==> src/hdl/i2c_mbe_pkg.sv <==
// ----------------------------------------------------------------------------
// I2C master byte engine package
// Shared types and constants for the front queue and the bus sequencer.
// ----------------------------------------------------------------------------
`default_nettype none

package i2c_mbe_pkg;

   localparam int BITS_PER_BYTE = 8;
   localparam int PHASE_W       = 16;
   localparam int BYTE_W        = 8;
   localparam int CMD_W         = 3;

   typedef enum logic [CMD_W-1:0] {
      MODE_IDLE  = 3'd0,
      MODE_START = 3'd1,
      MODE_STOP  = 3'd2,
      MODE_WRITE = 3'd3,
      MODE_READ  = 3'd4
   } mode_type;

   // classified tick as held in the queue
   typedef struct packed {
      mode_type          cmd;
      logic              has_cmd;
      logic [BYTE_W-1:0] write_data;
      logic              ack_level;
      logic              sda_in;
   } item_type;

   typedef struct packed {
      logic              scl_level;
      logic              sda_level;
      logic              busy_res;
      logic              done_res;
      logic [BYTE_W-1:0] read_data;
      logic              ack_received;
      logic              rejected;
   } rsp_type;

endpackage

`default_nettype wire

==> src/hdl/i2c_mbe_if.sv <==
// ----------------------------------------------------------------------------
// I2C master byte engine channels
// Valid/ready channels for tick items, result items and the phase register.
// ----------------------------------------------------------------------------
`default_nettype none

interface i2c_mbe_req_if;
   logic       valid;
   logic       ready;
   logic [2:0] command;
   logic [7:0] write_data;
   logic       ack_level;
   logic       sda_in;

   modport source (output valid, command, write_data, ack_level, sda_in, input ready);
   modport sink   (input valid, command, write_data, ack_level, sda_in, output ready);
endinterface

interface i2c_mbe_rsp_if;
   logic       valid;
   logic       ready;
   logic       scl_level;
   logic       sda_level;
   logic       busy_res;
   logic       done_res;
   logic [7:0] read_data;
   logic       ack_received;
   logic       rejected;

   modport source (output valid, scl_level, sda_level, busy_res, done_res, read_data,
                   ack_received, rejected, input ready);
   modport sink   (input valid, scl_level, sda_level, busy_res, done_res, read_data,
                   ack_received, rejected, output ready);
endinterface

interface i2c_mbe_csr_if;
   logic        valid;
   logic        ready;
   logic [15:0] phase_ticks;

   modport source (output valid, phase_ticks, input ready);
   modport sink   (input valid, phase_ticks, output ready);
endinterface

`default_nettype wire

==> src/hdl/i2c_mbe_front.sv <==
// ----------------------------------------------------------------------------
// I2C master byte engine front
// Accepts tick items, decodes the command and holds them in a two-entry queue.
// ----------------------------------------------------------------------------
`default_nettype none

module i2c_mbe_front
   import i2c_mbe_pkg::*;
(
   input  wire logic   clock,
   input  wire logic   reset,
   i2c_mbe_req_if.sink req_chan,
   output item_type    q_item,
   output logic        q_valid,
   input  wire logic   q_pop
);

   item_type    mem_ff [2];
   logic        wr_ptr_ff, wr_ptr_in;
   logic        rd_ptr_ff, rd_ptr_in;
   logic [1:0]  count_ff,  count_in;
   item_type    dec_item;
   logic        push;

   always_comb begin
      dec_item.has_cmd    = (req_chan.command != 3'd0);
      dec_item.write_data = req_chan.write_data;
      dec_item.ack_level  = req_chan.ack_level;
      dec_item.sda_in     = req_chan.sda_in;
      unique case (req_chan.command)
         3'd1:    dec_item.cmd = MODE_START;
         3'd2:    dec_item.cmd = MODE_STOP;
         3'd3:    dec_item.cmd = MODE_WRITE;
         3'd4:    dec_item.cmd = MODE_READ;
         default: dec_item.cmd = MODE_IDLE;
      endcase
   end

   assign req_chan.ready = (count_ff != 2'd2);
   assign push           = req_chan.valid && req_chan.ready;
   assign q_valid        = (count_ff != 2'd0);
   assign q_item         = mem_ff[rd_ptr_ff];

   always_comb begin
      wr_ptr_in = push ? ~wr_ptr_ff : wr_ptr_ff;
      rd_ptr_in = q_pop ? ~rd_ptr_ff : rd_ptr_ff;
      count_in  = count_ff + 2'(push) - 2'(q_pop);
   end

   always_ff @(posedge clock) begin
      if (reset) begin
         wr_ptr_ff <= 1'b0;
         rd_ptr_ff <= 1'b0;
         count_ff  <= 2'd0;
      end else begin
         wr_ptr_ff <= wr_ptr_in;
         rd_ptr_ff <= rd_ptr_in;
         count_ff  <= count_in;
      end
   end

   always_ff @(posedge clock) begin
      if (push) begin
         mem_ff[wr_ptr_ff] <= dec_item;
      end
   end

   a_pop_nonempty: assert property (@(posedge clock) disable iff (reset)
      q_pop |-> q_valid)
      else $error("pop from empty queue");

   a_count_range: assert property (@(posedge clock) disable iff (reset)
      count_ff != 2'd3)
      else $error("queue count out of range");

   a_full_blocks: assert property (@(posedge clock) disable iff (reset)
      (count_ff == 2'd2) && !q_pop |=> count_ff == 2'd2)
      else $error("full queue lost an entry");

endmodule

`default_nettype wire

==> src/hdl/i2c_mbe_back.sv <==
// ----------------------------------------------------------------------------
// I2C master byte engine back
// Steps the SCL/SDA phase sequencer once per queued tick, drives results.
// ----------------------------------------------------------------------------
`default_nettype none

module i2c_mbe_back
   import i2c_mbe_pkg::*;
(
   input  wire logic   clock,
   input  wire logic   reset,
   i2c_mbe_csr_if.sink csr_chan,
   i2c_mbe_rsp_if.source rsp_chan,
   input  item_type    q_item,
   input  wire logic   q_valid,
   output logic        q_pop
);

   logic [PHASE_W-1:0] phase_ticks_ff;
   mode_type           mode_ff,      mode_in;
   logic [2:0]         phase_ff,     phase_in;
   logic [3:0]         bit_cnt_ff,   bit_cnt_in;
   logic [BYTE_W-1:0]  shift_ff,     shift_in;
   logic [PHASE_W-1:0] tick_ff,      tick_in;
   logic               scl_ff,       scl_in;
   logic               sda_ff,       sda_in;
   logic               ack_flag_ff,  ack_flag_in;
   logic               nak_ff,       nak_in;
   logic [BYTE_W-1:0]  read_res_ff,  read_res_in;
   rsp_type            rsp_ff,       rsp_in;
   logic               rsp_valid_ff, rsp_valid_in;
   logic [PHASE_W-1:0] plen;
   logic [3:0]         bit_inc;
   logic               fin;
   logic               rej;
   logic               done;

   assign csr_chan.ready = 1'b1;
   assign plen    = (phase_ticks_ff == '0) ? PHASE_W'(1) : phase_ticks_ff;
   assign bit_inc = bit_cnt_ff + 4'd1;
   assign q_pop   = q_valid && (!rsp_valid_ff || rsp_chan.ready);

   always_comb begin
      mode_in     = mode_ff;
      phase_in    = phase_ff;
      bit_cnt_in  = bit_cnt_ff;
      shift_in    = shift_ff;
      tick_in     = tick_ff;
      scl_in      = scl_ff;
      sda_in      = sda_ff;
      ack_flag_in = ack_flag_ff;
      nak_in      = nak_ff;
      read_res_in = read_res_ff;
      fin         = 1'b0;
      rej         = 1'b0;
      done        = 1'b0;
      if (q_pop) begin
         if (mode_ff == MODE_IDLE) begin
            if (q_item.cmd != MODE_IDLE) begin
               mode_in    = q_item.cmd;
               bit_cnt_in = 4'd0;
               phase_in   = 3'd0;
               tick_in    = plen;
               unique case (q_item.cmd)
                  MODE_WRITE: begin
                     shift_in = q_item.write_data;
                     sda_in   = q_item.write_data[BITS_PER_BYTE-1];
                  end
                  MODE_READ: begin
                     shift_in = '0;
                     nak_in   = q_item.ack_level;
                     scl_in   = 1'b0;
                     sda_in   = 1'b1;
                  end
                  default: begin
                     scl_in = 1'b0;
                  end
               endcase
            end
         end else begin
            rej = q_item.has_cmd;
            if (tick_ff <= PHASE_W'(1)) begin
               tick_in = '0;
               unique case (mode_ff)
                  MODE_START: begin
                     unique case (phase_ff)
                        3'd0: begin sda_in = 1'b1; phase_in = 3'd1; tick_in = plen; end
                        3'd1: begin scl_in = 1'b1; phase_in = 3'd2; tick_in = plen; end
                        3'd2: begin sda_in = 1'b0; phase_in = 3'd3; tick_in = plen; end
                        default: begin scl_in = 1'b0; fin = 1'b1; end
                     endcase
                  end
                  MODE_STOP: begin
                     unique case (phase_ff)
                        3'd0: begin sda_in = 1'b0; phase_in = 3'd1; tick_in = plen; end
                        3'd1: begin scl_in = 1'b1; phase_in = 3'd2; tick_in = plen; end
                        default: begin sda_in = 1'b1; fin = 1'b1; end
                     endcase
                  end
                  MODE_WRITE: begin
                     unique case (phase_ff)
                        3'd0: begin scl_in = 1'b1; phase_in = 3'd1; tick_in = plen; end
                        3'd1: begin
                           scl_in     = 1'b0;
                           bit_cnt_in = bit_inc;
                           tick_in    = plen;
                           if (bit_inc < 4'(BITS_PER_BYTE)) begin
                              sda_in   = shift_ff[~bit_inc[2:0]];
                              phase_in = 3'd0;
                           end else begin
                              phase_in = 3'd2;
                           end
                        end
                        3'd2: begin sda_in = 1'b1; phase_in = 3'd3; tick_in = plen; end
                        3'd3: begin scl_in = 1'b1; phase_in = 3'd4; tick_in = plen; end
                        default: begin
                           ack_flag_in = ~q_item.sda_in;
                           scl_in      = 1'b0;
                           fin         = 1'b1;
                        end
                     endcase
                  end
                  MODE_READ: begin
                     unique case (phase_ff)
                        3'd0: begin scl_in = 1'b1; phase_in = 3'd1; tick_in = plen; end
                        3'd1: begin
                           shift_in   = {shift_ff[BYTE_W-2:0], q_item.sda_in};
                           scl_in     = 1'b0;
                           bit_cnt_in = bit_inc;
                           tick_in    = plen;
                           phase_in   = (bit_inc < 4'(BITS_PER_BYTE)) ? 3'd0 : 3'd2;
                        end
                        3'd2: begin sda_in = nak_ff; phase_in = 3'd3; tick_in = plen; end
                        3'd3: begin scl_in = 1'b1; phase_in = 3'd4; tick_in = plen; end
                        default: begin
                           scl_in      = 1'b0;
                           read_res_in = shift_ff;
                           fin         = 1'b1;
                        end
                     endcase
                  end
                  default: begin
                     fin = 1'b1;
                  end
               endcase
               if (fin) begin
                  mode_in  = MODE_IDLE;
                  phase_in = 3'd0;
                  done     = 1'b1;
               end
            end else begin
               tick_in = tick_ff - PHASE_W'(1);
            end
         end
      end

      rsp_in.scl_level    = scl_in;
      rsp_in.sda_level    = sda_in;
      rsp_in.busy_res     = (mode_in != MODE_IDLE);
      rsp_in.done_res     = done;
      rsp_in.read_data    = read_res_in;
      rsp_in.ack_received = ack_flag_in;
      rsp_in.rejected     = rej;

      if (q_pop) begin
         rsp_valid_in = 1'b1;
      end else if (rsp_chan.ready) begin
         rsp_valid_in = 1'b0;
      end else begin
         rsp_valid_in = rsp_valid_ff;
      end
   end

   always_ff @(posedge clock) begin
      if (reset) begin
         phase_ticks_ff <= PHASE_W'(4);
         mode_ff        <= MODE_IDLE;
         phase_ff       <= 3'd0;
         bit_cnt_ff     <= 4'd0;
         shift_ff       <= '0;
         tick_ff        <= '0;
         scl_ff         <= 1'b1;
         sda_ff         <= 1'b1;
         ack_flag_ff    <= 1'b0;
         nak_ff         <= 1'b1;
         read_res_ff    <= '0;
         rsp_valid_ff   <= 1'b0;
      end else begin
         if (csr_chan.valid) begin
            phase_ticks_ff <= csr_chan.phase_ticks;
         end
         mode_ff        <= mode_in;
         phase_ff       <= phase_in;
         bit_cnt_ff     <= bit_cnt_in;
         shift_ff       <= shift_in;
         tick_ff        <= tick_in;
         scl_ff         <= scl_in;
         sda_ff         <= sda_in;
         ack_flag_ff    <= ack_flag_in;
         nak_ff         <= nak_in;
         read_res_ff    <= read_res_in;
         rsp_valid_ff   <= rsp_valid_in;
      end
   end

   always_ff @(posedge clock) begin
      if (q_pop) begin
         rsp_ff <= rsp_in;
      end
   end

   assign rsp_chan.valid        = rsp_valid_ff;
   assign rsp_chan.scl_level    = rsp_ff.scl_level;
   assign rsp_chan.sda_level    = rsp_ff.sda_level;
   assign rsp_chan.busy_res     = rsp_ff.busy_res;
   assign rsp_chan.done_res     = rsp_ff.done_res;
   assign rsp_chan.read_data    = rsp_ff.read_data;
   assign rsp_chan.ack_received = rsp_ff.ack_received;
   assign rsp_chan.rejected     = rsp_ff.rejected;

   a_done_not_busy: assert property (@(posedge clock) disable iff (reset)
      rsp_valid_ff && rsp_ff.done_res |-> !rsp_ff.busy_res)
      else $error("done reported while still busy");

   a_idle_phase_zero: assert property (@(posedge clock) disable iff (reset)
      mode_ff == MODE_IDLE |-> phase_ff == 3'd0)
      else $error("idle with nonzero phase");

   a_bit_cnt_range: assert property (@(posedge clock) disable iff (reset)
      bit_cnt_ff <= 4'(BITS_PER_BYTE))
      else $error("bit counter past byte length");

   a_reject_busy: assert property (@(posedge clock) disable iff (reset)
      q_pop && q_item.has_cmd && (mode_ff != MODE_IDLE) |=> rsp_ff.rejected)
      else $error("command during sequence not flagged");

endmodule

`default_nettype wire

==> src/hdl/i2c_master_byte_engine_unit.sv <==
// ----------------------------------------------------------------------------
// I2C master byte engine
// Bit-level I2C master: start, stop, write byte and read byte sequences.
// ----------------------------------------------------------------------------
//  channel    dir  payload                                   transfer
//  req_chan   in   command, write_data, ack_level, sda_in    valid & ready
//  rsp_chan   out  scl/sda levels, busy, done, data, acks    valid & ready
//  csr_chan   in   phase_ticks                               valid & ready
//
//  One tick transfer in, one result transfer out; sustained rate one per cycle while rsp is ready.
//  Registered path: queue entry, then the sequencer step into the output
//  register. While rsp stalls the two-entry front queue takes two more
//  transfers, then drops req ready until the result is taken.
//  Synchronous reset clears the queue, the sequencer and phase_ticks to 4.
// ----------------------------------------------------------------------------
`default_nettype none

module i2c_master_byte_engine_unit
   import i2c_mbe_pkg::*;
(
   input  wire logic     clock,
   input  wire logic     reset,
   i2c_mbe_req_if.sink   req_chan,
   i2c_mbe_rsp_if.source rsp_chan,
   i2c_mbe_csr_if.sink   csr_chan
);

   item_type q_item;
   logic     q_valid;
   logic     q_pop;

   i2c_mbe_front u_front (
      .clock    (clock),
      .reset    (reset),
      .req_chan (req_chan),
      .q_item   (q_item),
      .q_valid  (q_valid),
      .q_pop    (q_pop)
   );

   i2c_mbe_back u_back (
      .clock    (clock),
      .reset    (reset),
      .csr_chan (csr_chan),
      .rsp_chan (rsp_chan),
      .q_item   (q_item),
      .q_valid  (q_valid),
      .q_pop    (q_pop)
   );

endmodule

`default_nettype wire
==> src/flat_wrapper.sv <==
// flat-port wrapper written by rule: the top's interface ports become plain ports
module i2c_master_byte_engine_unit_flat import i2c_mbe_pkg::*;
  (clock, reset, req_chan_valid, req_chan_command, req_chan_write_data, req_chan_ack_level, req_chan_sda_in, req_chan_ready, rsp_chan_valid, rsp_chan_scl_level, rsp_chan_sda_level, rsp_chan_busy_res, rsp_chan_done_res, rsp_chan_read_data, rsp_chan_ack_received, rsp_chan_rejected, rsp_chan_ready, csr_chan_valid, csr_chan_phase_ticks, csr_chan_ready);
  i2c_mbe_req_if req_chan_i ();
  i2c_mbe_rsp_if rsp_chan_i ();
  i2c_mbe_csr_if csr_chan_i ();
  input  wire logic clock;
  input  wire logic reset;
  input wire logic [$bits(req_chan_i.valid)-1:0] req_chan_valid;
  input wire logic [$bits(req_chan_i.command)-1:0] req_chan_command;
  input wire logic [$bits(req_chan_i.write_data)-1:0] req_chan_write_data;
  input wire logic [$bits(req_chan_i.ack_level)-1:0] req_chan_ack_level;
  input wire logic [$bits(req_chan_i.sda_in)-1:0] req_chan_sda_in;
  output wire logic [$bits(req_chan_i.ready)-1:0] req_chan_ready;
  output wire logic [$bits(rsp_chan_i.valid)-1:0] rsp_chan_valid;
  output wire logic [$bits(rsp_chan_i.scl_level)-1:0] rsp_chan_scl_level;
  output wire logic [$bits(rsp_chan_i.sda_level)-1:0] rsp_chan_sda_level;
  output wire logic [$bits(rsp_chan_i.busy_res)-1:0] rsp_chan_busy_res;
  output wire logic [$bits(rsp_chan_i.done_res)-1:0] rsp_chan_done_res;
  output wire logic [$bits(rsp_chan_i.read_data)-1:0] rsp_chan_read_data;
  output wire logic [$bits(rsp_chan_i.ack_received)-1:0] rsp_chan_ack_received;
  output wire logic [$bits(rsp_chan_i.rejected)-1:0] rsp_chan_rejected;
  input wire logic [$bits(rsp_chan_i.ready)-1:0] rsp_chan_ready;
  input wire logic [$bits(csr_chan_i.valid)-1:0] csr_chan_valid;
  input wire logic [$bits(csr_chan_i.phase_ticks)-1:0] csr_chan_phase_ticks;
  output wire logic [$bits(csr_chan_i.ready)-1:0] csr_chan_ready;
  assign req_chan_i.valid = req_chan_valid;
  assign req_chan_i.command = req_chan_command;
  assign req_chan_i.write_data = req_chan_write_data;
  assign req_chan_i.ack_level = req_chan_ack_level;
  assign req_chan_i.sda_in = req_chan_sda_in;
  assign req_chan_ready = req_chan_i.ready;
  assign rsp_chan_valid = rsp_chan_i.valid;
  assign rsp_chan_scl_level = rsp_chan_i.scl_level;
  assign rsp_chan_sda_level = rsp_chan_i.sda_level;
  assign rsp_chan_busy_res = rsp_chan_i.busy_res;
  assign rsp_chan_done_res = rsp_chan_i.done_res;
  assign rsp_chan_read_data = rsp_chan_i.read_data;
  assign rsp_chan_ack_received = rsp_chan_i.ack_received;
  assign rsp_chan_rejected = rsp_chan_i.rejected;
  assign rsp_chan_i.ready = rsp_chan_ready;
  assign csr_chan_i.valid = csr_chan_valid;
  assign csr_chan_i.phase_ticks = csr_chan_phase_ticks;
  assign csr_chan_ready = csr_chan_i.ready;
  i2c_master_byte_engine_unit u_core (.clock(clock), .reset(reset), .req_chan(req_chan_i), .rsp_chan(rsp_chan_i), .csr_chan(csr_chan_i));
endmodule
==> config.mk <==
export PLATFORM = sky130hd
export DESIGN_NAME = i2c_master_byte_engine_unit_flat
export DESIGN_NICKNAME = d
export VERILOG_FILES = /design/src/hdl/i2c_mbe_pkg.sv /design/src/hdl/i2c_mbe_if.sv /design/src/hdl/i2c_mbe_front.sv /design/src/hdl/i2c_mbe_back.sv /design/src/hdl/i2c_master_byte_engine_unit.sv /design/src/flat_wrapper.sv
export SDC_FILE = /design/constraint.sdc
export NUM_CORES = 1
export LEC_CHECK = 0
export BUFFER_PORTS_ARGS = -buffer_cell sky130_fd_sc_hd__buf_2
export CORE_MARGIN = 2
export CORE_UTILIZATION = 60
export DETAILED_ROUTE_END_ITERATION = 10
export PLACE_DENSITY = 0.83
export SYNTH_ARGS = -nofsm -noshare
export SYNTH_HDL_FRONTEND = slang
export SYNTH_SLANG_ARGS = --single-unit
==> constraint.sdc <==
create_clock -name clock -period 3.9 [get_ports clock]
set_input_delay 0 -clock clock [delete_from_list [all_inputs] [get_ports clock]]
set_output_delay 0 -clock clock [all_outputs]
set_load 0.005 [all_outputs]
==> results_dict.tcl <==
set metrics [dict create \
    status "finished, final reports clean" \
    fin_cells 691 \
    dieArea_um2 9440 \
    netlist_area_um2 5210 \
    synth-seq-area-share_pct 50.4 \
    rsz0062_at_grt "false" \
    ir_drop_v 0.000518 \
    htree_levels 3 \
    antenna_found_initial 0 \
    synth_fp_nets 556 \
    yosys_warnings 0 \
    layout_common_cells "nor2_1 (70), dfxtp_1 (68), buf_2 (49), edfxtp_1 (42), a21oi_1 (38)" \
    period_needed_ns 2.94 \
    hold_viol 0 \
    cts_sinks 110 \
    reg2reg_from "u_core.u_back.tick_ff[2]" \
    crit_start "u_core.u_back.tick_ff[2]" \
    ys_ff_latch 110 \
    postSynthAreaPerCell_um2 10.1 \
    detailed_place_hpwl_um 7700 \
    postSynthCellCount 517 \
    holdCritStartpoint "req_chan_valid" \
    hold_buffers 31 \
    synth-edff-count 42 \
    io_buffer_count 49 \
    cp-start-kind "register" \
    vias 4275 \
    worst-setup-path-type "register to register" \
    start_util_pct 62.7 \
    finalMaxSlewViolations 0 \
    avgRoutedWirePerCell_um 17.2 \
    path_clk_slew_ns 0.11 \
    die_x_um 97.2 \
    gr-total-overflow 0 \
    drt_iter0_markers 460 \
    pin_count 51 \
    core_um2 8300 \
    n_antenna_cell 0 \
    seqCellArea_um2 2620 \
    end_kind "register" \
    crit_fanout 8 \
    p_leak_nw 2.29 \
    slew_headroom_pct 24.7 \
    numCtsBuffers 9 \
    p_per_area_nw_per_um2 770 \
    grt_pass1_vias 4002 \
    gp_congestion 0.924 \
    die_h_um 97.2 \
    drv_cap 0 \
    cts.repair.resized 0 \
    antenna_left 0 \
    tightest_slew_ns 1.13 \
    fillers 572 \
    fin_skew_ns 0.0190 \
    area_delta_synth_final_pct 14.8 \
    critPathArrivalTime_ns 3.21 \
    viasPerCell 6.19 \
    synth.distinct_cells 65 \
    tritoncts "done" \
    drive_gt1_share_pct 16.9 \
    clk_path_buf_depth 2 \
    tns_ns 0 \
    std_cell_rows 33 \
    min_path_type "input pin to register" \
    clockRootBuffer "clkbuf_8" \
    post_cts_buffers 0 \
    worstPathRequired_ns 4.17 \
    async_flop_share_pct 0 \
    nNetsFinal 620 \
    dp.cells 644 \
    fmax_mhz 340 \
    setup_viol 0 \
    grt_max_degree 48 \
    multi_input_area_um2 2400 \
    layout_commonest_cell "nor2_1" \
    dr.pass1.iters 5 \
    ys.flop_type "dfxtp_1" \
    grt_first_pass_wirelength_um 19700 \
    grt_use_total_pct 25.6 \
    clk_latency_ns 0.38 \
    drc 0 \
    finalWirelength_um 11900 \
    finalCritPeriodShare_pct 75.3 \
]
[worst paths after layout]
kind,to,slack [ns],depth (start not counted)
setup / recovery,u_core.u_back.read_res_ff[0],0.96,6
hold / removal,u_core.u_front.wr_ptr_ff,0.12,4
setup reg to reg,u_core.u_back.read_res_ff[0],0.96,6
hold reg to reg,u_core.u_back.tick_ff[9],0.49,2
[routing by layer]
layer | global-route usage, % | share of wire [%]
met3 | 5.18 | 7.7
met2 | 41.1 | 47
met5 | 0 | 0
met4 | 6.83 | 1.7
met1 | 35.7 | 43
[state kept, by name, indices dropped and copies added, names as in the netlist, 2 cells and up, named ones only]
name                              count
u_core.u_back.read_res_ff             8
u_core.u_back.bit_cnt_ff              4
u_core.u_front.count_ff               2
u_core.u_back.mode_ff                 3
u_core.u_front.mem_ff                28
u_core.u_back.tick_ff                16
u_core.u_back.shift_ff                8
u_core.u_back.rsp_chan.read_data      8
u_core.u_back.phase_ff                3
u_core.u_back.phase_ticks_ff         16
[Yosys cell counts, types with 7 or more instances]
| master | n | area (um2) |
|---|---|---|
| mux2i_1 | 33 | 330 |
| nand2_1 | 24 | 90.1 |
| nand2b_1 | 7 | 43.8 |
| and2_1 | 11 | 68.8 |
| edfxtp_1 | 42 | 1260 |
| dfxtp_1 | 68 | 1360 |
| nand3_1 | 7 | 35.0 |
| o211ai_1 | 9 | 67.6 |
| clkbuf_1 | 23 | 86.3 |
| inv_1 | 9 | 33.8 |
| nor4_1 | 7 | 43.8 |
| xnor2_1 | 8 | 70.1 |
| a211oi_1 | 9 | 67.6 |
| nor2_1 | 70 | 263 |
| a21oi_1 | 38 | 190 |
| mux2_2 | 11 | 124 |
| o21ai_0 | 28 | 140 |
| nor3_1 | 11 | 55.1 |
[metrics by stage]
step	worst slack (ns)	power, mW	area, um2	util [%]	hold WS [ns]
finish	0.962	4.60	5970	72.0	0.117
global route	0.784	4.90	5970	72.0	0.109
CTS	0.984	4.54	5970	72.0	0.0461
detailed placement	1.01	3.86	5480	66.0	0.191
global placement	1.06	3.79	5480	66.0	0.188
floorplan	1.28	3.34	5210	-	0.0989
[critical path, stage by stage (launching register included)]
cell     delay [ns]
dfxtp_1        0.39
nor4_2         0.60
or4b_4         0.58
nor3_2         0.26
and3_1         0.44
mux2_2         0.39
and2_1         0.16
[power breakdown]
group          switching [mW]  internal (mW)
combinational            1.37          0.808
clock                   0.412          0.246
sequential              0.277           1.49
[layout make-up]
cell class | count | share of cell area [%]
clock buffers | 9 | 2.07
multi-input cells | 366 | 40.3
clock inverters | 7 | 1.09
repair buffers | 85 | 9.93
flip-flops and latches | 110 | 43.9
inverters | 9 | 0.565
well taps | 105 | 2.20
[cell families after synthesis]
logic type | after synthesis | share of synthesized area [%]
other cells | 1 | 0.0720
flops | 110 | 50.4
xor+xnor | 14 | 2.36
fa+ha+maj | 5 | 1.20
mux | 46 | 9.59
buf+inv | 41 | 3.44
simple gates | 184 | 18.9
compound gates | 116 | 14.1
Power figures use the tool's default switching activity.
